===== config.mk =====
export PLATFORM = sky130hd
export DESIGN_NAME = qpde_final
export DESIGN_NICKNAME = d
export VERILOG_FILES = /design/src/qpde_pkg.sv /design/src/qpde_final.sv
export SDC_FILE = /design/constraint.sdc
export NUM_CORES = 1
export LEC_CHECK = 0
export BUFFER_PORTS_ARGS = -buffer_cell sky130_fd_sc_hd__buf_2
export CAP_MARGIN = 20
export CORE_ASPECT_RATIO = 0.75
export CORE_MARGIN = 2
export CORE_UTILIZATION = 58
export CTS_CLUSTER_DIAMETER = 60
export DETAILED_ROUTE_END_ITERATION = 7
export PLACE_DENSITY_LB_ADDON = 0.08
export REMOVE_ABC_BUFFERS = 1
export SETUP_SLACK_MARGIN = 0.02
export SLEW_MARGIN = 20
export SYNTH_ARGS = -nofsm -noshare
export SYNTH_HDL_FRONTEND = slang
export SYNTH_SLANG_ARGS = --single-unit

===== constraint.sdc =====
create_clock -name clk -period 6.5 [get_ports clk]
set_clock_uncertainty 0.05 [all_clocks]
set_input_delay 1.3 -clock clk [delete_from_list [all_inputs] [get_ports clk]]
set_output_delay 1.3 -clock clk [all_outputs]
set_load 0.05 [all_outputs]

===== src/qpde_pkg.sv =====
// ----------------------------------------------------------------------------
// qpde_pkg
// Shared types, constants and helpers of the quintic polynomial /
// derivative evaluator: carried item context, register codes, falling
// factorial table and the 48-bit accumulator clamp.
// ----------------------------------------------------------------------------
package qpde_pkg;

	localparam int unsigned NUM_COEF  = 6;
	localparam int unsigned NUM_STEPS = 5;

	// configuration register codes
	localparam logic [2:0] REG_COEF_0   = 3'd0;
	localparam logic [2:0] REG_COEF_1   = 3'd1;
	localparam logic [2:0] REG_COEF_2   = 3'd2;
	localparam logic [2:0] REG_COEF_3   = 3'd3;
	localparam logic [2:0] REG_COEF_4   = 3'd4;
	localparam logic [2:0] REG_COEF_5   = 3'd5;
	localparam logic [2:0] REG_END_TIME = 3'd6;
	localparam logic [2:0] REG_END_VEL  = 3'd7;

	// derivative order codes
	localparam logic [2:0] ORD_VALUE = 3'd0;
	localparam logic [2:0] ORD_SLOPE = 3'd1;
	localparam logic [2:0] MAX_ORDER = 3'd5;

	// Horner step index of the first step (coefficient of t^4)
	localparam logic [2:0] FIRST_STEP = 3'd4;

	// Q16.16 rounding constant, half an LSB after the 16-bit shift
	localparam logic [15:0] RND_HALF = 16'h8000;

	// accumulator limits, +/-(2^47 - 1)
	localparam logic [46:0]        ACC_MAG_MAX = '1;
	localparam logic signed [47:0] ACC_MAX     = 48'sh7FFF_FFFF_FFFF;
	localparam logic signed [47:0] ACC_MIN     = -ACC_MAX;
	localparam logic signed [48:0] ACC_MAX_W   = 49'sh0_7FFF_FFFF_FFFF;
	localparam logic signed [48:0] ACC_MIN_W   = -ACC_MAX_W;

	// final Q16.16 limits
	localparam logic [31:0] Q_MAX = 32'h7FFF_FFFF;
	localparam logic [31:0] Q_MIN = 32'h8000_0000;

	// falling factorials [order][power index]
	localparam logic [6:0] FALL_FAC [6][6] = '{
		'{7'd1,   7'd1,   7'd1,  7'd1,  7'd1, 7'd1},
		'{7'd1,   7'd2,   7'd3,  7'd4,  7'd5, 7'd0},
		'{7'd2,   7'd6,   7'd12, 7'd20, 7'd0, 7'd0},
		'{7'd6,   7'd24,  7'd60, 7'd0,  7'd0, 7'd0},
		'{7'd24,  7'd120, 7'd0,  7'd0,  7'd0, 7'd0},
		'{7'd120, 7'd0,   7'd0,  7'd0,  7'd0, 7'd0}
	};

	typedef logic [NUM_COEF-1:0][31:0] coef_vec_t;

	// context that travels with each word through the pipeline
	typedef struct packed {
		logic [31:0]        t_mag;     // |time operand| of the Horner chain
		logic               t_neg;     // time operand is negative
		logic [2:0]         order;
		logic               use_chain; // Horner result contributes
		logic               past_end;
		logic [2:0]         step;      // coefficient index of the next step
		logic signed [47:0] acc;
		logic signed [47:0] ext_prod;  // end velocity times overrun
		logic               sat;
	} ctx_t;

	typedef struct packed {
		logic               sat;
		logic signed [47:0] val;
	} acc_sat_t;

	function automatic logic [6:0] fall_fac(input logic [2:0] n, input logic [2:0] j);
		logic [6:0] f;
		f = '0;
		if (n <= MAX_ORDER && j <= MAX_ORDER) begin
			f = FALL_FAC[n][j];
		end
		return f;
	endfunction

	function automatic acc_sat_t clamp_acc(input logic signed [48:0] s);
		acc_sat_t r;
		r.sat = 1'b0;
		r.val = s[47:0];
		if (s > ACC_MAX_W) begin
			r.sat = 1'b1;
			r.val = ACC_MAX;
		end else if (s < ACC_MIN_W) begin
			r.sat = 1'b1;
			r.val = ACC_MIN;
		end
		return r;
	endfunction

	function automatic logic [31:0] abs32(input logic [31:0] x);
		return x[31] ? (~x + 32'd1) : x;
	endfunction

endpackage


===== src/qpde_final.sv =====
// ----------------------------------------------------------------------------
// qpde_final
// Result selection (polynomial, extrapolated value, end velocity or zero)
// and the 32-bit saturating output register.
// ----------------------------------------------------------------------------
module qpde_final import qpde_pkg::*; (
	input  logic               clk,
	input  logic               arst_n,
	input  logic               in_vld,
	output logic               in_rdy,
	input  ctx_t               in_ctx,
	input  logic signed [31:0] end_velocity,
	output logic               out_valid,
	input  logic               out_stall,
	output logic signed [31:0] result_value,
	output logic               saturated
);

	logic vld_s1, vld_s2;
	logic rdy_s1, rdy_s2;

	logic signed [47:0] r_s1;
	logic               sat_s1;
	logic signed [31:0] res_s2;
	logic               sat_s2;

	logic signed [48:0] sum_c;
	acc_sat_t           cl_c;
	logic signed [47:0] r_c;
	logic               sat_c;
	logic               ovf_c;
	logic [31:0]        q_c;

	assign rdy_s2       = !vld_s2 || !out_stall;
	assign rdy_s1       = !vld_s1 || rdy_s2;
	assign in_rdy       = rdy_s1;
	assign out_valid    = vld_s2;
	assign result_value = res_s2;
	assign saturated    = sat_s2;

	// stage 1: pick the result by time region and order
	always_comb begin
		sum_c = {in_ctx.acc[47], in_ctx.acc} + {in_ctx.ext_prod[47], in_ctx.ext_prod};
		cl_c  = clamp_acc(sum_c);
		r_c   = in_ctx.acc;
		sat_c = in_ctx.sat;
		if (in_ctx.past_end) begin
			r_c   = '0;
			sat_c = 1'b0;
			if (in_ctx.order == ORD_VALUE) begin
				r_c   = cl_c.val;
				sat_c = in_ctx.sat | cl_c.sat;
			end else if (in_ctx.order == ORD_SLOPE) begin
				r_c = {{16{end_velocity[31]}}, end_velocity};
			end
		end
	end

	// stage 2: clamp to the 32-bit range
	always_comb begin
		ovf_c = !((&r_s1[47:31]) || !(|r_s1[47:31]));
		q_c   = r_s1[31:0];
		if (ovf_c) begin
			q_c = r_s1[47] ? Q_MIN : Q_MAX;
		end
	end

	always_ff @(posedge clk or negedge arst_n) begin
		if (!arst_n) begin
			vld_s1 <= 1'b0;
			vld_s2 <= 1'b0;
		end else begin
			if (rdy_s1) vld_s1 <= in_vld;
			if (rdy_s2) vld_s2 <= vld_s1;
		end
	end

	always_ff @(posedge clk) begin
		if (rdy_s1) begin
			r_s1   <= r_c;
			sat_s1 <= sat_c;
		end
		if (rdy_s2) begin
			res_s2 <= q_c;
			sat_s2 <= sat_s1 | ovf_c;
		end
	end

endmodule


==> run metrics <==
CP Class=in2reg; cell count after synthesis=876; routed vias=8089; signal arrival time at the worst endpoint=5.40 ns; outcome=finished clean; count of endpoints failing setup in the final report=0; endpoint kind of the worst setup timing path=flip-flop; Logic pwr share=38.5%; summed area of non-filler cells in the final layout=8840 um^2; fraction of power consumed by sequential logic=36.9%; Synth Warn #=0; layout-stage area growth over the synthesis result=16.60%; transition at the pin with the smallest max-transition slack=1.022 ns; leading cell types in the layout, fill and taps excluded=171 x buf_2, 86 x nand2_1, 82 x edfxtp_1, 78 x a21oi_1, 53 x o21ai_0; drt wl/cell=21.76 um; summed negative setup slack over all endpoints=0 ns; Hold Buf Count CTS=0; DRC violation count after routing=0; largest fanout on the critical path=16; 1st-pass router iterations=5; 1st-iter DRT viols=803; Core Region=12880 um^2; worst-path cell with the longest stage delay=nor4_4; setup bufs post-CTS=0; share of layout cells above drive strength 1=21.65%; Final Cycle Share=83.24%; total standard cell area after synthesis=7581 um^2; port buffer count=171; Die Span X=136.0 um; clock transition at the registers of the reported paths=0.06 ns; CTS Sinks=84; min Tclk post-route=5.410 ns; switching component of the power=713.2 uW; H-tree Lvls=3; remaining number of nets flagged by the antenna check after routing=0; post-synthesis async set-or-reset flop share=2.381%; Leak=0.003702 uW; class of the worst hold path=reg2reg; number of I/O pins=209; largest net degree at the start of global routing=75; leftover overflow at the end of global routing=0; number of antenna violations at the first check in global routing=1; post-layout util=68.62%; commonest non-fill, non-tap cell in the layout=buf_2; final slew viol count=0; worst path setup slack after routing=1.090 ns; via density per instance=6.730; placement-stage cell area=8547 um^2; global-route total usage across every layer=37.08%; Max-cap violations=0; latest clock arrival within the worst-skew pair=0.33 ns; GPL Wtd Cong=1.037; sequential element share of the synthesized area=33.14%; PostCTS Resize Cnt=0; library cell with the largest summed area after synthesis=edfxtp_1; Worst Setup Slack post-DPL=0.8421 ns; Max stage delay on crit path=0.76 ns; cell chain of the critical path=buf_2 > ha_1 > fa_1 > xor2_1 > or3_1 > or3_1 > or4_1 > a2111oi_0 > and4b_1 > nand4_2 > nor4_4 > nor3_1; synthesis-stage register bit count=84; DP HPWL=20730 um; R2R cell count=6; Req. time, crit path=6.49 ns; Stages on worst setup path=12; cell class contributing the biggest share of worst-path delay=simple AND/OR/NAND/NOR gates; starting density of the core=58.85%; number of nets in the layout=1248; most common cell type on the critical path=or3_1; final-report hold violation count=0; most instantiated flip-flop cell in the synthesis netlist=edfxtp_1; clock group share of total power=24.5%; RSZ-0062 raised after global routing=no; number of buffers and inverters on the critical path=1; synthesized area divided by synthesized cell count=8.654 um^2; cell chosen for the clock root=clkbuf_16; proportion of total power due to net switching=37.54%; number of enable-type register cells in the synthesized netlist=82; instance count along the most critical hold path=1; cts bufs inserted=9; area share of the largest cell type after synthesis=32.48%; Internal Dissipation=1187 uW; maximum achievable frequency=0.1848 GHz; Pwr per Cell Area=214.9 nW/um^2; wire length reported by the detailed router=26150 um; worst-case headroom to the max-slew limit=31.26%; dominant cells by area after synthesis=edfxtp_1 32%, ha_1 7.9%, a21oi_1 5.1%, a21o_1 4.8%, nand2_1 4.3%; maximum resistive drop on vdd=0.2404 mV; TritonCTS clock tree=yes; standard-cell rows=36; startpoint type of the worst setup path=input port; post-synthesis cell type count=78; vias in the first global route=7121; wire length of the first global-routing pass=39040 um; die area=14010 um^2; CTS max path bufs=2; die height=103.0 um
[state kept, by name, indices dropped and copies added (netlist names)]
signal / flops
out_valid: 1
r_s1: 48
result_value: 32
sat_s1: 1
saturated: 1
vld_s1: 1
[path summary, 6_finish.rpt]
check                           slack (ns)                          to                from
worst max-delay path                  1.09          r_s1[46]$_DFFE_PP_           in_ctx[1]
min in group asynchronous             0.70          vld_s1$_DFFE_PN0P_              arst_n
worst max register to register        4.26  result_value[17]$_DFFE_PP_  r_s1[32]$_DFFE_PP_
worst min-delay path                  0.47   result_value[3]$_DFFE_PP_   r_s1[3]$_DFFE_PP_
max in group asynchronous             5.60       out_valid$_DFFE_PN0P_              arst_n
worst min register to register        0.47   result_value[3]$_DFFE_PP_   r_s1[3]$_DFFE_PP_
[logic make-up after synthesis]
group	after synthesis	share of synthesized area [%]
and+or+nand+nor	329	22.17
adders and majority gates	49	8.186
DFF	84	33.14
xor gates and xnor gates	24	2.773
AOI/OAI and AO/OA	328	29.53
muxes	6	0.8252
buffers and inverters	56	3.383
[power by group through the flow]
stage	sequential, uW	clock (uW)	combinational, uW
final	702	466	732
after global routing	707	493	782
after CTS	702	472	707
after detailed placement	710	0	702
after global placement	706	0	699
after floorplan	783	0	397
[metrics by stage]
| step | instances | power, uW | hold slack [ns] |
|---|---|---|---|
| finish | 1202 | 1900 | 0.4686 |
| global route | 1202 | 1982 | 0.4860 |
| CTS | 1201 | 1881 | 0.4677 |
| detailed placement | 1185 | 1412 | 0.4484 |
| global placement | 1185 | 1405 | 0.4337 |
| floorplan | 833 | 1181 | 0.3854 |
[per-layer routing]
metal / vias up / share of wire (%) / global-route usage (%)
li1: 3766 / - / -
met1: 3800 / 44 / 55.37
met2: 483 / 42 / 54.43
met3: 40 / 12 / 8.653
met4: 0 / 1.8 / 8.814
met5: - / 0 / 0
[cell usage after synthesis (all sizes together) (8+ instances only)]
cell type / n
edfxtp: 82
xnor2: 17
o32ai: 15
nor2: 52
a31oi: 8
o21ai: 58
a21o: 49
nand3: 50
ha: 48
nor3: 34
buf: 14
clkbuf: 29
and4: 8
and2: 15
nor4: 8
and3: 12
a21oi: 80
o211ai: 23
a211oi: 16
inv: 13
or3: 13
nand4: 22
nand2: 86
o21bai: 8
[cell type report]
type                       count  area [um^2]
inverter                      13        48.80
clock inverter                 6        46.29
antenna                        1        2.502
fill                        1046         4043
multi-input combinational    736         4846
tap                          171        214.0
sequential                    84         2512
clock buffer                  10        239.0
timing repair buffer         181        930.9
(Power assumes the default switching activity.)
