[src/qpde_pkg.sv]
// ----------------------------------------------------------------------------
// qpde_pkg
// Shared types, constants and helpers of the quintic polynomial /
// derivative evaluator: carried item context, register codes, falling
// factorial table and the 48-bit accumulator clamp.
// ----------------------------------------------------------------------------
package qpde_pkg;

	localparam int unsigned NUM_COEF  = 6;
	localparam int unsigned NUM_STEPS = 5;

	// configuration register codes
	localparam logic [2:0] REG_COEF_0   = 3'd0;
	localparam logic [2:0] REG_COEF_1   = 3'd1;
	localparam logic [2:0] REG_COEF_2   = 3'd2;
	localparam logic [2:0] REG_COEF_3   = 3'd3;
	localparam logic [2:0] REG_COEF_4   = 3'd4;
	localparam logic [2:0] REG_COEF_5   = 3'd5;
	localparam logic [2:0] REG_END_TIME = 3'd6;
	localparam logic [2:0] REG_END_VEL  = 3'd7;

	// derivative order codes
	localparam logic [2:0] ORD_VALUE = 3'd0;
	localparam logic [2:0] ORD_SLOPE = 3'd1;
	localparam logic [2:0] MAX_ORDER = 3'd5;

	// Horner step index of the first step (coefficient of t^4)
	localparam logic [2:0] FIRST_STEP = 3'd4;

	// Q16.16 rounding constant, half an LSB after the 16-bit shift
	localparam logic [15:0] RND_HALF = 16'h8000;

	// accumulator limits, +/-(2^47 - 1)
	localparam logic [46:0]        ACC_MAG_MAX = '1;
	localparam logic signed [47:0] ACC_MAX     = 48'sh7FFF_FFFF_FFFF;
	localparam logic signed [47:0] ACC_MIN     = -ACC_MAX;
	localparam logic signed [48:0] ACC_MAX_W   = 49'sh0_7FFF_FFFF_FFFF;
	localparam logic signed [48:0] ACC_MIN_W   = -ACC_MAX_W;

	// final Q16.16 limits
	localparam logic [31:0] Q_MAX = 32'h7FFF_FFFF;
	localparam logic [31:0] Q_MIN = 32'h8000_0000;

	// falling factorials [order][power index]
	localparam logic [6:0] FALL_FAC [6][6] = '{
		'{7'd1,   7'd1,   7'd1,  7'd1,  7'd1, 7'd1},
		'{7'd1,   7'd2,   7'd3,  7'd4,  7'd5, 7'd0},
		'{7'd2,   7'd6,   7'd12, 7'd20, 7'd0, 7'd0},
		'{7'd6,   7'd24,  7'd60, 7'd0,  7'd0, 7'd0},
		'{7'd24,  7'd120, 7'd0,  7'd0,  7'd0, 7'd0},
		'{7'd120, 7'd0,   7'd0,  7'd0,  7'd0, 7'd0}
	};

	typedef logic [NUM_COEF-1:0][31:0] coef_vec_t;

	// context that travels with each word through the pipeline
	typedef struct packed {
		logic [31:0]        t_mag;     // |time operand| of the Horner chain
		logic               t_neg;     // time operand is negative
		logic [2:0]         order;
		logic               use_chain; // Horner result contributes
		logic               past_end;
		logic [2:0]         step;      // coefficient index of the next step
		logic signed [47:0] acc;
		logic signed [47:0] ext_prod;  // end velocity times overrun
		logic               sat;
	} ctx_t;

	typedef struct packed {
		logic               sat;
		logic signed [47:0] val;
	} acc_sat_t;

	function automatic logic [6:0] fall_fac(input logic [2:0] n, input logic [2:0] j);
		logic [6:0] f;
		f = '0;
		if (n <= MAX_ORDER && j <= MAX_ORDER) begin
			f = FALL_FAC[n][j];
		end
		return f;
	endfunction

	function automatic acc_sat_t clamp_acc(input logic signed [48:0] s);
		acc_sat_t r;
		r.sat = 1'b0;
		r.val = s[47:0];
		if (s > ACC_MAX_W) begin
			r.sat = 1'b1;
			r.val = ACC_MAX;
		end else if (s < ACC_MIN_W) begin
			r.sat = 1'b1;
			r.val = ACC_MIN;
		end
		return r;
	endfunction

	function automatic logic [31:0] abs32(input logic [31:0] x);
		return x[31] ? (~x + 32'd1) : x;
	endfunction

endpackage

[src/qpde_step.sv]
// ----------------------------------------------------------------------------
// qpde_step
// One Horner step acc = clamp(round(acc * t / 2^16) + k * coef), cut into
// four stages: magnitude, split multiply, round/clamp, add/clamp.
// ----------------------------------------------------------------------------
module qpde_step import qpde_pkg::*; (
	input  logic      clk,
	input  logic      arst_n,
	input  logic      in_vld,
	output logic      in_rdy,
	input  ctx_t      in_ctx,
	input  coef_vec_t coef,
	output logic      out_vld,
	input  logic      out_rdy,
	output ctx_t      out_ctx
);

	logic vld_s1, vld_s2, vld_s3, vld_s4;
	logic rdy_s1, rdy_s2, rdy_s3, rdy_s4;

	ctx_t               ctx_s1, ctx_s2, ctx_s3, ctx_s4;
	logic [46:0]        amag_s1;
	logic               pneg_s1;
	logic [54:0]        ph_s2;
	logic [55:0]        pl_s2;
	logic               pneg_s2;
	logic [46:0]        mag_s3;
	logic               qsat_s3;
	logic               pneg_s3;
	logic signed [39:0] d_s3;

	logic [47:0]        acc_u;
	logic [47:0]        acc_abs;
	logic [54:0]        ph_c;
	logic [55:0]        pl_c;
	logic [78:0]        full_c;
	logic               qsat_c;
	logic [46:0]        mag_c;
	logic [3:0]         cidx_c;
	logic [31:0]        cval_c;
	logic [6:0]         ff_c;
	logic signed [39:0] d_c;
	logic signed [48:0] d_w;
	logic signed [48:0] m_w;
	logic signed [48:0] sum_c;
	acc_sat_t           cl_c;
	ctx_t               nxt_c;

	assign rdy_s4  = !vld_s4 || out_rdy;
	assign rdy_s3  = !vld_s3 || rdy_s4;
	assign rdy_s2  = !vld_s2 || rdy_s3;
	assign rdy_s1  = !vld_s1 || rdy_s2;
	assign in_rdy  = rdy_s1;
	assign out_vld = vld_s4;
	assign out_ctx = ctx_s4;

	// stage 1: accumulator magnitude, |acc| < 2^47
	always_comb begin
		acc_u   = in_ctx.acc;
		acc_abs = acc_u[47] ? (~acc_u + 48'd1) : acc_u;
	end

	// stage 2: two partial products, 23x32 and 24x32
	always_comb begin
		ph_c = 55'(amag_s1[46:24]) * 55'(ctx_s1.t_mag);
		pl_c = 56'(amag_s1[23:0]) * 56'(ctx_s1.t_mag);
	end

	// stage 3: recombine, round half away from zero, clamp magnitude
	always_comb begin
		full_c = {ph_s2, 24'd0} + 79'(pl_s2) + 79'(RND_HALF);
		qsat_c = |full_c[78:63];
		mag_c  = qsat_c ? ACC_MAG_MAX : full_c[62:16];
	end

	// stage 3: derivative coefficient k * coef[j + order]
	always_comb begin
		cidx_c = {1'b0, ctx_s2.step} + {1'b0, ctx_s2.order};
		cval_c = '0;
		if (cidx_c <= 4'(MAX_ORDER)) begin
			cval_c = coef[cidx_c[2:0]];
		end
		ff_c = fall_fac(ctx_s2.order, ctx_s2.step);
		d_c  = $signed({1'b0, ff_c}) * $signed(cval_c);
		if (!ctx_s2.use_chain) begin
			d_c = '0;
		end
	end

	// stage 4: signed add and accumulator clamp
	always_comb begin
		d_w       = {{9{d_s3[39]}}, d_s3};
		m_w       = {2'b00, mag_s3};
		sum_c     = pneg_s3 ? (d_w - m_w) : (d_w + m_w);
		cl_c      = clamp_acc(sum_c);
		nxt_c     = ctx_s3;
		nxt_c.acc = cl_c.val;
		nxt_c.sat = ctx_s3.sat | qsat_s3 | cl_c.sat;
		nxt_c.step = ctx_s3.step - 3'd1;
	end

	always_ff @(posedge clk or negedge arst_n) begin
		if (!arst_n) begin
			vld_s1 <= 1'b0;
			vld_s2 <= 1'b0;
			vld_s3 <= 1'b0;
			vld_s4 <= 1'b0;
		end else begin
			if (rdy_s1) vld_s1 <= in_vld;
			if (rdy_s2) vld_s2 <= vld_s1;
			if (rdy_s3) vld_s3 <= vld_s2;
			if (rdy_s4) vld_s4 <= vld_s3;
		end
	end

	always_ff @(posedge clk) begin
		if (rdy_s1) begin
			ctx_s1  <= in_ctx;
			amag_s1 <= acc_abs[46:0];
			pneg_s1 <= acc_u[47] ^ in_ctx.t_neg;
		end
		if (rdy_s2) begin
			ctx_s2  <= ctx_s1;
			ph_s2   <= ph_c;
			pl_s2   <= pl_c;
			pneg_s2 <= pneg_s1;
		end
		if (rdy_s3) begin
			ctx_s3  <= ctx_s2;
			mag_s3  <= mag_c;
			qsat_s3 <= qsat_c;
			pneg_s3 <= pneg_s2;
			d_s3    <= d_c;
		end
		if (rdy_s4) begin
			ctx_s4 <= nxt_c;
		end
	end

endmodule

[config.mk]
export PLATFORM = sky130hd
export DESIGN_NAME = qpde_step
export DESIGN_NICKNAME = d
export VERILOG_FILES = /design/src/qpde_pkg.sv /design/src/qpde_step.sv
export SDC_FILE = /design/constraint.sdc
export NUM_CORES = 2
export LEC_CHECK = 0
export ABC_AREA = 1
export BUFFER_PORTS_ARGS = -buffer_cell sky130_fd_sc_hd__buf_2
export CAP_MARGIN = 40
export CORE_MARGIN = 8
export CORE_UTILIZATION = 27
export CTS_CLUSTER_DIAMETER = 100
export CTS_CLUSTER_SIZE = 28
export DETAILED_ROUTE_END_ITERATION = 8
export GPL_ROUTABILITY_DRIVEN = 0
export MAX_ROUTING_LAYER = met4
export PLACE_DENSITY_LB_ADDON = 0.08
export SKIP_LAST_GASP = 1
export SLEW_MARGIN = 20
export SYNTH_ARGS = -nofsm -noshare
export SYNTH_HDL_FRONTEND = slang
export SYNTH_SLANG_ARGS = --single-unit
export TNS_END_PERCENT = 5
[constraint.sdc]
create_clock -name clk -period 16 [get_ports clk]
set_input_delay 2.4 -clock clk [delete_from_list [all_inputs] [get_ports clk]]
set_output_delay 2.4 -clock clk [all_outputs]
set_load 0.01 [all_outputs]
==> qor.csv <==
metric,value,unit
status,"finished, final reports clean",
drt pass-1 iters,6,
ys flop type,edfxtp_1,
overall routing resource usage,18.1,%
Slew HR,39.6,%
Bufs on Longest Clock Path,3,
Final nets,13200,
"Max FO, Critical Path",34,
dpl ws,7800,ps
worst-case reg-to-reg path depth,30,
Final Cell Area,0.0986,mm2
most frequent cell after synthesis,inv_1,
wire length per cell,20.1,um
row count,211,
CP arrival,8740,ps
Vias/cell,4.46,
# Post-CTS Setup Buffers,0,
period utilization,51.2,%
setup ws final,7810,ps
die area,0.348,mm2
via count,68100,
kind of critical path,reg2reg,
Sequential cell area,0.0194,mm2
Multi-input gate area,0.0573,mm2
Total Wirelength,308000,um
Synth async-reset ratio,0.619,%
# IOs,474,
initial antenna violation count,5,
final setup vio count,0,
"Clk Latency, worst-skew pair",770,ps
Final Skew,91.3,ps
DR WL met3,12900,um
# Max-Cap Violations,0,
Post-Syn Area,0.0890,mm2
CTS resizes,0,
highest metal used,met4,
Post-synth EDFFs,642,
pin count of the biggest net entering global routing,86,
clk root buf,clkbuf_16,
clock-pin transition on the worst setup and hold timing paths,110,ps
DR WL met2,147000,um
CP max stage cell,nor3_1,
dpl cell area,0.0966,mm2
share of cells above drive strength 1,7.24,%
count of buffers from port buffering,473,
Syn-to-layout area delta,10.7,%
WP data required,16550,ps
number of global-route vias before repair,74500,
top cell type's share of synthesized area,32.6,%
RSZ-0062 raised after global routing,false,
ranking of synthesized cells by area,"fa_1, edfxtp_1, inv_1, nand2_1, ha_1",
initial drt markers,4103,
GRT overflow,0,
Inserted Clock Buffers,47,
Worst Tran Pin Value,906,ps
Fill cells,35200,
Post-Route M1 WL,142000,um
DRC viols,0,
count of pins over their slew limit,0,
dpl hpwl,238000,um
Crit path largest cell delay,590,ps
Sum Neg Setup Slack,0,ps
Synth Register Bits,646,
H-tree levels,2,
first-pass GRT wire length,468000,um
die width,590,um
register area share after synthesis,21.8,%
crit path launch type,flop,
post-layout util,29.9,%
post-synth top area cell,fa_1,
ANT nets after route,0,
syn avg cell area,8.40,um2
Mapped Cells,10600,
Synth Warn #,0,
Fin. Hold Viols,0,
Post-synth top cells,"inv_1, nand2_1, fa_1, nor2_1, edfxtp_1",
CP Capture Type,flop,
Initial Utilization,27.0,%
CTS tree,built,
upper clock frequency limit,0.122,GHz
total clock sinks,646,
Syn Nets,12900,
hold buffer count at CTS,0,
Yosys cell types,64,
min cycle time layout,8190,ps
Die Ht,590,um
core area,0.329,mm2
Hold Crit Class,reg2reg,
hold depth,0,
placed cells by master, fill, tap and decap left out, types with 7 or more instances in the layout:
master     count
buf_4        130
o221ai_1      35
buf_2        474
a211o_1       25
xnor2_1      109
nor2_1       673
buf_16         8
o21ai_0      188
nand2_1     2528
a31oi_1       47
xor2_1       148
o21bai_1      18
edfxtp_1     642
nand3_2       24
nand3b_1      14
nand2_2        9
fa_1        1452
a21oi_2        7
clkinv_8       8
or2_2         10
a21o_1        13
o211ai_1      12
o21a_1        30
ha_1         531
nor3_1        59
nand3_1      190
a221oi_1      31
clkinv_16     10
o21ai_2        8
a21oi_1      342
inv_1       2896
o31ai_1        8
a21boi_0      13
nand4_1       36
clkbuf_16     47
nor4_1        33
layout make-up:
| type | count | share of cell area (%) |
|---|---|---|
| clock inverters | 35 | 0.706 |
| diodes | 4 | 0.0102 |
| flip-flops and latches | 646 | 19.7 |
| clock buffers | 51 | 1.21 |
| multi-input cells | 6657 | 58.1 |
| well taps | 4366 | 5.54 |
| inverters | 2905 | 11.1 |
| repair buffers | 616 | 3.70 |
per-layer routing:
layer  vias to the layer above  track usage, %
li1                      31900               -
met1                     34500            24.0
met2                      1507            30.3
met3                       280            1.79
met4                         0            3.29
met5                         -               -
sequential cells by signal, indices dropped and copies added, names as in the netlist:
| register | cells |
|---|---|
| pneg_s3 | 1 |
| ph_s2 | 55 |
| qsat_s3 | 1 |
| d_s3 | 40 |
| mag_s3 | 47 |
| ctx_s1 | 90 |
| pneg_s1 | 1 |
| pneg_s2 | 1 |
| vld_s2 | 1 |
| pl_s2 | 41 |
| ctx_s2 | 90 |
| ctx_s3 | 90 |
| out_ctx | 138 |
| vld_s3 | 1 |
| out_vld | 1 |
| amag_s1 | 47 |
| vld_s1 | 1 |
cells by family after synthesis:
group                      after synthesis  synth area share, %
and+or+nand+nor                       3608                 16.2
buffers and inverters                 3293                 14.0
adders and majority gates             1983                 40.1
AOI/OAI and AO/OA                      806                 5.41
DFF                                    646                 21.8
xor gates and xnor gates               260                 2.57
path summary, 6_finish.rpt:
| check | start | slack [ps] | to |
|---|---|---|---|
| setup / recovery | ctx_s2[98] | 7810 | d_s3[39] |
| hold / removal | ctx_s3[121] | 400 | out_ctx[121] |
| setup reg to reg | ctx_s2[98] | 7810 | d_s3[39] |
| hold reg to reg | ctx_s3[121] | 400 | out_ctx[121] |
| max in group asynchronous | arst_n | 14420 | vld_s2 |
| min in group asynchronous | arst_n | 1450 | vld_s1 |
critical path: cells and delay by family (launching register included):
family                   cells  cell delay [ps]
adder cells (fa/ha/maj)      6             2790
AND/OR/NAND/NOR              9             1800
buffers and inverters        9             1770
AO/OA/AOI/OAI                6             1010
flip-flops                   1              580
metrics by stage:
stage	hold WS (ps)	cells
final	401	15300
after global routing	402	15300
after CTS	402	15300
after detailed placement	405	15200
after global placement	401	15200
after floorplan	400	10600
Power is left out: the tool's default activity adds up to more than one toggle a clock period on the data nets, which glitch-free logic cannot reach.
