### config.mk
export PLATFORM = sky130hd
export DESIGN_NAME = qpde_front
export DESIGN_NICKNAME = d
export VERILOG_FILES = /design/src/qpde_pkg.sv /design/src/qpde_front.sv
export SDC_FILE = /design/constraint.sdc
export NUM_CORES = 2
export LEC_CHECK = 0
export BUFFER_PORTS_ARGS = -buffer_cell sky130_fd_sc_hd__buf_4
export CAP_MARGIN = 0
export CORE_ASPECT_RATIO = 1.25
export CORE_MARGIN = 2
export CORE_UTILIZATION = 40
export DETAILED_ROUTE_END_ITERATION = 16
export GPL_ROUTABILITY_DRIVEN = 0
export SLEW_MARGIN = 5
export SYNTH_ARGS = -nofsm -noshare
export SYNTH_HDL_FRONTEND = slang
export SYNTH_SLANG_ARGS = --single-unit
### constraint.sdc
create_clock -name clk -period 12.2 [get_ports clk]
set_input_delay 1.83 -clock clk [delete_from_list [all_inputs] [get_ports clk]]
set_output_delay 1.83 -clock clk [all_outputs]
set_load 0.02 [all_outputs]
### src/qpde_pkg.sv
// ----------------------------------------------------------------------------
// qpde_pkg
// Shared types, constants and helpers of the quintic polynomial /
// derivative evaluator: carried item context, register codes, falling
// factorial table and the 48-bit accumulator clamp.
// ----------------------------------------------------------------------------
package qpde_pkg;

	localparam int unsigned NUM_COEF  = 6;
	localparam int unsigned NUM_STEPS = 5;

	// configuration register codes
	localparam logic [2:0] REG_COEF_0   = 3'd0;
	localparam logic [2:0] REG_COEF_1   = 3'd1;
	localparam logic [2:0] REG_COEF_2   = 3'd2;
	localparam logic [2:0] REG_COEF_3   = 3'd3;
	localparam logic [2:0] REG_COEF_4   = 3'd4;
	localparam logic [2:0] REG_COEF_5   = 3'd5;
	localparam logic [2:0] REG_END_TIME = 3'd6;
	localparam logic [2:0] REG_END_VEL  = 3'd7;

	// derivative order codes
	localparam logic [2:0] ORD_VALUE = 3'd0;
	localparam logic [2:0] ORD_SLOPE = 3'd1;
	localparam logic [2:0] MAX_ORDER = 3'd5;

	// Horner step index of the first step (coefficient of t^4)
	localparam logic [2:0] FIRST_STEP = 3'd4;

	// Q16.16 rounding constant, half an LSB after the 16-bit shift
	localparam logic [15:0] RND_HALF = 16'h8000;

	// accumulator limits, +/-(2^47 - 1)
	localparam logic [46:0]        ACC_MAG_MAX = '1;
	localparam logic signed [47:0] ACC_MAX     = 48'sh7FFF_FFFF_FFFF;
	localparam logic signed [47:0] ACC_MIN     = -ACC_MAX;
	localparam logic signed [48:0] ACC_MAX_W   = 49'sh0_7FFF_FFFF_FFFF;
	localparam logic signed [48:0] ACC_MIN_W   = -ACC_MAX_W;

	// final Q16.16 limits
	localparam logic [31:0] Q_MAX = 32'h7FFF_FFFF;
	localparam logic [31:0] Q_MIN = 32'h8000_0000;

	// falling factorials [order][power index]
	localparam logic [6:0] FALL_FAC [6][6] = '{
		'{7'd1,   7'd1,   7'd1,  7'd1,  7'd1, 7'd1},
		'{7'd1,   7'd2,   7'd3,  7'd4,  7'd5, 7'd0},
		'{7'd2,   7'd6,   7'd12, 7'd20, 7'd0, 7'd0},
		'{7'd6,   7'd24,  7'd60, 7'd0,  7'd0, 7'd0},
		'{7'd24,  7'd120, 7'd0,  7'd0,  7'd0, 7'd0},
		'{7'd120, 7'd0,   7'd0,  7'd0,  7'd0, 7'd0}
	};

	typedef logic [NUM_COEF-1:0][31:0] coef_vec_t;

	// context that travels with each word through the pipeline
	typedef struct packed {
		logic [31:0]        t_mag;     // |time operand| of the Horner chain
		logic               t_neg;     // time operand is negative
		logic [2:0]         order;
		logic               use_chain; // Horner result contributes
		logic               past_end;
		logic [2:0]         step;      // coefficient index of the next step
		logic signed [47:0] acc;
		logic signed [47:0] ext_prod;  // end velocity times overrun
		logic               sat;
	} ctx_t;

	typedef struct packed {
		logic               sat;
		logic signed [47:0] val;
	} acc_sat_t;

	function automatic logic [6:0] fall_fac(input logic [2:0] n, input logic [2:0] j);
		logic [6:0] f;
		f = '0;
		if (n <= MAX_ORDER && j <= MAX_ORDER) begin
			f = FALL_FAC[n][j];
		end
		return f;
	endfunction

	function automatic acc_sat_t clamp_acc(input logic signed [48:0] s);
		acc_sat_t r;
		r.sat = 1'b0;
		r.val = s[47:0];
		if (s > ACC_MAX_W) begin
			r.sat = 1'b1;
			r.val = ACC_MAX;
		end else if (s < ACC_MIN_W) begin
			r.sat = 1'b1;
			r.val = ACC_MIN;
		end
		return r;
	endfunction

	function automatic logic [31:0] abs32(input logic [31:0] x);
		return x[31] ? (~x + 32'd1) : x;
	endfunction

endpackage

### src/qpde_front.sv
// ----------------------------------------------------------------------------
// qpde_front
// Entry pipeline: end-time compare, operand magnitudes, the extrapolation
// product end_velocity * (t - end_time) and the initial accumulator.
// ----------------------------------------------------------------------------
module qpde_front import qpde_pkg::*; (
	input  logic               clk,
	input  logic               arst_n,
	input  logic               in_valid,
	output logic               in_stall,
	input  logic signed [31:0] time_value,
	input  logic [2:0]         derivative_order,
	input  logic signed [31:0] end_time,
	input  logic signed [31:0] end_velocity,
	input  logic signed [31:0] coef_5,
	output logic               out_vld,
	input  logic               out_rdy,
	output ctx_t               out_ctx
);

	logic vld_s1, vld_s2, vld_s3, vld_s4, vld_s5;
	logic rdy_s1, rdy_s2, rdy_s3, rdy_s4, rdy_s5;

	logic signed [31:0] t_s1;
	logic [2:0]         ord_s1;

	logic               past_s2;
	logic [32:0]        dt_s2;
	logic [31:0]        opt_s2;
	logic [2:0]         ord_s2;

	ctx_t               ctx_s3;
	logic [31:0]        evmag_s3;
	logic [31:0]        dtmag_s3;
	logic               evneg_s3;

	ctx_t               ctx_s4;
	logic [63:0]        prod_s4;
	logic               evneg_s4;

	ctx_t               ctx_s5;

	logic               past_c;
	logic [32:0]        dt_c;
	ctx_t               ctx3_c;
	logic [64:0]        full_c;
	logic               esat_c;
	logic [47:0]        emag_c;
	logic [47:0]        ext_c;
	ctx_t               ctx5_c;

	// ready chain, a stage takes a word when empty or when it moves on
	assign rdy_s5   = !vld_s5 || out_rdy;
	assign rdy_s4   = !vld_s4 || rdy_s5;
	assign rdy_s3   = !vld_s3 || rdy_s4;
	assign rdy_s2   = !vld_s2 || rdy_s3;
	assign rdy_s1   = !vld_s1 || rdy_s2;
	assign in_stall = !rdy_s1;
	assign out_vld  = vld_s5;
	assign out_ctx  = ctx_s5;

	// stage 2: end-time compare and overrun
	always_comb begin
		past_c = t_s1 >= end_time;
		dt_c   = {t_s1[31], t_s1} - {end_time[31], end_time};
	end

	// stage 3: magnitudes, chain enable and leading coefficient
	always_comb begin
		ctx3_c           = '0;
		ctx3_c.t_mag     = abs32(opt_s2);
		ctx3_c.t_neg     = opt_s2[31];
		ctx3_c.order     = ord_s2;
		ctx3_c.past_end  = past_s2;
		ctx3_c.step      = FIRST_STEP;
		ctx3_c.use_chain = past_s2 ? (ord_s2 == ORD_VALUE) : (ord_s2 <= MAX_ORDER);
		if (ctx3_c.use_chain && ord_s2 == ORD_VALUE) begin
			ctx3_c.acc = {{16{coef_5[31]}}, coef_5};
		end
	end

	// stage 5: round, clamp and sign the extrapolation product
	always_comb begin
		full_c          = {1'b0, prod_s4} + 65'(RND_HALF);
		esat_c          = |full_c[64:63];
		emag_c          = {1'b0, (esat_c ? ACC_MAG_MAX : full_c[62:16])};
		ext_c           = evneg_s4 ? (~emag_c + 48'd1) : emag_c;
		ctx5_c          = ctx_s4;
		ctx5_c.ext_prod = ext_c;
		ctx5_c.sat      = ctx_s4.past_end && ctx_s4.order == ORD_VALUE && esat_c;
	end

	// valid bits
	always_ff @(posedge clk or negedge arst_n) begin
		if (!arst_n) begin
			vld_s1 <= 1'b0;
			vld_s2 <= 1'b0;
			vld_s3 <= 1'b0;
			vld_s4 <= 1'b0;
			vld_s5 <= 1'b0;
		end else begin
			if (rdy_s1) vld_s1 <= in_valid;
			if (rdy_s2) vld_s2 <= vld_s1;
			if (rdy_s3) vld_s3 <= vld_s2;
			if (rdy_s4) vld_s4 <= vld_s3;
			if (rdy_s5) vld_s5 <= vld_s4;
		end
	end

	// payload
	always_ff @(posedge clk) begin
		if (rdy_s1) begin
			t_s1   <= time_value;
			ord_s1 <= derivative_order;
		end
		if (rdy_s2) begin
			past_s2 <= past_c;
			dt_s2   <= dt_c;
			opt_s2  <= past_c ? end_time : t_s1;
			ord_s2  <= ord_s1;
		end
		if (rdy_s3) begin
			ctx_s3   <= ctx3_c;
			evmag_s3 <= abs32(end_velocity);
			evneg_s3 <= end_velocity[31];
			// overrun is non-negative whenever it is used
			dtmag_s3 <= past_s2 ? dt_s2[31:0] : 32'd0;
		end
		if (rdy_s4) begin
			ctx_s4   <= ctx_s3;
			prod_s4  <= 64'(evmag_s3) * 64'(dtmag_s3);
			evneg_s4 <= evneg_s3;
		end
		if (rdy_s5) begin
			ctx_s5 <= ctx5_c;
		end
	end

endmodule

==> out/metrics.json <==
{
  "final-instance-count-excl-fill": {"value": 7101},
  "finalHoldWorstSlack": {"value": 0.4103, "unit": "ns"},
  "cts_hold_buffers": {"value": 0},
  "drt_wl_total": {"value": 144000, "unit": "um"},
  "synth.avg_cell_area": {"value": 10.47, "unit": "sq um"},
  "place.port_buffers": {"value": 271},
  "reg2reg_slack": {"value": 3.31, "unit": "ns"},
  "grt_max_degree": {"value": 74},
  "start_util": {"value": 40.39, "unit": "%"},
  "yosysTopAreaCellShare": {"value": 33.14, "unit": "%"},
  "drt-vias-per-instance": {"value": 5.182},
  "tritoncts.num_buffers": {"value": 53},
  "antenna_violations_before_repair": {"value": 0},
  "clkTransAtPathRegs": {"value": 0.07, "unit": "ns"},
  "detail_route.first_pass.iterations": {"value": 6},
  "worstHoldPathType": {"value": "register to register"},
  "critical_path.startpoint_type": {"value": "register"},
  "synth.top_cells.by_area": {"value": "sky130_fd_sc_hd__fa_1 33%, sky130_fd_sc_hd__edfxtp_1 26%, sky130_fd_sc_hd__and2_1 7.7%"},
  "status": {"value": "finished, final reports clean"},
  "floorplan.die_area": {"value": 138300, "unit": "sq um"},
  "slew_headroom": {"value": 31.12, "unit": "%"},
  "timing.setup.critical_path_class": {"value": "register to register"},
  "synth_edf_count": {"value": 477},
  "final-hold-violation-count": {"value": 0},
  "flow.area_growth_from_synthesis": {"value": 10.31, "unit": "%"},
  "yosysMostFrequentCell": {"value": "sky130_fd_sc_hd__inv_1"},
  "synth.cells.most_frequent": {"value": "938 x sky130_fd_sc_hd__inv_1, 896 x sky130_fd_sc_hd__fa_1, 663 x sky130_fd_sc_hd__and2_1, 579 x sky130_fd_sc_hd__nand2_1, 477 x sky130_fd_sc_hd__edfxtp_1"},
  "finalNetCount": {"value": 6637},
  "period_minus_slack": {"value": 8.894, "unit": "ns"},
  "cell_count_after_synthesis": {"value": 5169},
  "setup-violations-final": {"value": 0},
  "synth_sequential_area_ratio": {"value": 26.69, "unit": "%"},
  "drt-wirelength-per-cell": {"value": 20.28, "unit": "um"},
  "htree_num_levels": {"value": 2},
  "crit_required": {"value": 12.59, "unit": "ns"},
  "floorplan.die.width": {"value": 333.0, "unit": "um"},
  "routed_vias": {"value": 36800},
  "max_freq": {"value": 0.1124, "unit": "GHz"},
  "finalCoreUtilization": {"value": 44.56, "unit": "%"},
  "core-area": {"value": 134000, "unit": "sq um"},
  "floorplan.io_pins": {"value": 275},
  "clk_latency": {"value": 0.66, "unit": "ns"},
  "fin_tns_setup": {"value": 0, "unit": "ns"},
  "placementRows": {"value": 150},
  "route.detailed.drc": {"value": 0},
  "cts.repair.resized": {"value": 0},
  "worst-slew-pin-transition": {"value": 1.033, "unit": "ns"},
  "synth_cell_type_count": {"value": 88},
  "crit_arrival": {"value": 9.29, "unit": "ns"},
  "cap_viol_max_count": {"value": 0},
  "cts_tree": {"value": "built"},
  "critPathMaxFanout": {"value": 17},
  "yosys_warnings": {"value": 0},
  "finalCritPeriodShare": {"value": 72.91, "unit": "%"},
  "clkSinkCount": {"value": 482},
  "slew_violations": {"value": 0},
  "async_flop_share": {"value": 1.037, "unit": "%"},
  "final_layout_size_suffix_gt1_share": {"value": 9.043, "unit": "%"},
  "dpl.cell_count": {"value": 7003},
  "dr.first_iter.drc_count": {"value": 2312},
  "post_synth_instance_area": {"value": 54130, "unit": "sq um"},
  "global_route_wire_length_before_repair": {"value": 226000, "unit": "um"},
  "grt_overflow": {"value": 0},
  "clk_path_buf_depth": {"value": 3},
  "synth_flop_cell": {"value": "sky130_fd_sc_hd__edfxtp_1"},
  "rsz0062_at_grt": {"value": "no"},
  "grt_pass1_vias": {"value": 39920},
  "globalRouteTotalUtil": {"value": 21.07, "unit": "%"},
  "cts_post_setup_buffers_inserted": {"value": 0},
  "die-height": {"value": 415.3, "unit": "um"},
  "clock_skew": {"value": 0.02613, "unit": "ns"},
  "dp_hpwl": {"value": 105700, "unit": "um"},
  "clock-root-buffer": {"value": "sky130_fd_sc_hd__clkbuf_16"},
  "post-synth-top-area-cell": {"value": "sky130_fd_sc_hd__fa_1"},
  "crit_end_category": {"value": "register"},
  "postRouteAntennaNets": {"value": 0},
  "yosys_register_bits": {"value": 482}
}
## layer usage
metal / routed length, um / share of wire [%] / GRT usage (%)
met1: 57770 / 40 / 26.12
met2: 70920 / 49 / 36.67
met3: 8995 / 6.2 / 3.293
met4: 6344 / 4.4 / 8.452
met5: 0 / 0 / 0
## final timing paths
path | startpoint | end | cells past startpoint
setup / recovery | evmag_s3[7]$_DFFE_PP_ | prod_s4[62]$_DFFE_PP_ | 25
hold / removal | ctx_s3[104]$_DFFE_PP_ | ctx5_c[104]$_DFFE_PP_ | 0
setup reg to reg | evmag_s3[7]$_DFFE_PP_ | prod_s4[62]$_DFFE_PP_ | 25
hold reg to reg | ctx_s3[104]$_DFFE_PP_ | ctx5_c[104]$_DFFE_PP_ | 0
max in group asynchronous | arst_n | vld_s3$_DFFE_PN0P_ | 1
min in group asynchronous | arst_n | out_vld$_DFFE_PN0P_ | 1
## sequential cells by signal (all words and copies together), names as in the netlist
signal	cells
t_s1	32
dt_s2	32
out_ctx	119
vld_s1	1
prod_s4	49
dtmag_s3	32
ord_s1	3
past_s2	1
evneg_s3	1
evmag_s3	32
ord_s2	3
vld_s4	1
opt_s2	32
ctx5_c	70
vld_s2	1
vld_s3	1
ctx_s3	70
out_vld	1
evneg_s4	1
## cells in the final DEF (no fill, tap or decap), drive strengths merged, types with 54 or more instances in the layout
| cell | instances |
|---|---|
| inv | 947 |
| fa | 896 |
| and2 | 663 |
| nand2 | 579 |
| edfxtp | 477 |
| buf | 349 |
| ha | 296 |
| xnor2 | 141 |
| o21ai | 119 |
| nor2 | 117 |
| a21oi | 91 |
| xor2 | 64 |
| clkbuf | 57 |
| nand3 | 54 |
## per-stage QoR
| stage | cell area [sq um] | setup slack, ns |
|---|---|---|
| 2_1_floorplan | 54130 | 4.831 |
| 3_3_place_gp | 57900 | 3.531 |
| 3_5_place_dp | 57910 | 3.497 |
| 4_1_cts | 59710 | 3.448 |
| 5_1_grt | 59710 | 3.089 |
| 6_report | 59710 | 3.306 |
## worst max-delay path: stages, from the launching register on
cell and delay, ns:
sky130_fd_sc_hd__edfxtp_1 0.80, sky130_fd_sc_hd__buf_4 0.40, sky130_fd_sc_hd__nand2_1 0.13, sky130_fd_sc_hd__fa_1 0.37
sky130_fd_sc_hd__inv_1 0.07, sky130_fd_sc_hd__fa_1 0.44, sky130_fd_sc_hd__fa_1 0.51, sky130_fd_sc_hd__inv_1 0.04
sky130_fd_sc_hd__fa_1 0.48, sky130_fd_sc_hd__inv_1 0.05, sky130_fd_sc_hd__fa_1 0.52, sky130_fd_sc_hd__inv_1 0.07
sky130_fd_sc_hd__fa_1 0.56, sky130_fd_sc_hd__inv_1 0.06, sky130_fd_sc_hd__fa_1 0.39, sky130_fd_sc_hd__fa_1 0.48
sky130_fd_sc_hd__ha_1 0.37, sky130_fd_sc_hd__a211o_1 0.32, sky130_fd_sc_hd__a21oi_1 0.25, sky130_fd_sc_hd__a21o_1 0.20
sky130_fd_sc_hd__nand4_1 0.12, sky130_fd_sc_hd__o2111ai_1 0.71, sky130_fd_sc_hd__a211oi_1 0.28, sky130_fd_sc_hd__a2111oi_0 0.60
sky130_fd_sc_hd__o21ai_0 0.19, sky130_fd_sc_hd__xor2_1 0.17
## cells by family (layout without fill, tap and decap cells)
logic type	count (synthesis)	in the layout	synth area share, %
AO/OA/AOI/OAI	433	433	5.247
XOR/XNOR	205	205	3.317
adder cells (fa/ha/maj)	1192	1192	39.98
buffers and inverters	1205	1387	8.527
flip-flops	482	482	26.69
multiplexers	12	12	0.2358
other	2	4	0.01387
AND/OR/NAND/NOR	1638	1638	15.99
## layout make-up
class	instances	area (sq um)
clock inverters	40	455.4
flip-flops and latches	482	14450
fillers	12780	74290
inverters	940	3538
repair buffers	350	2630
clock buffers	57	1341
diodes	1	2.502
well taps	1748	2187
multi-input cells	3483	35110
Power is not shown: default switching activity piles up to over one toggle a cycle in this logic, so the estimate is an artifact.
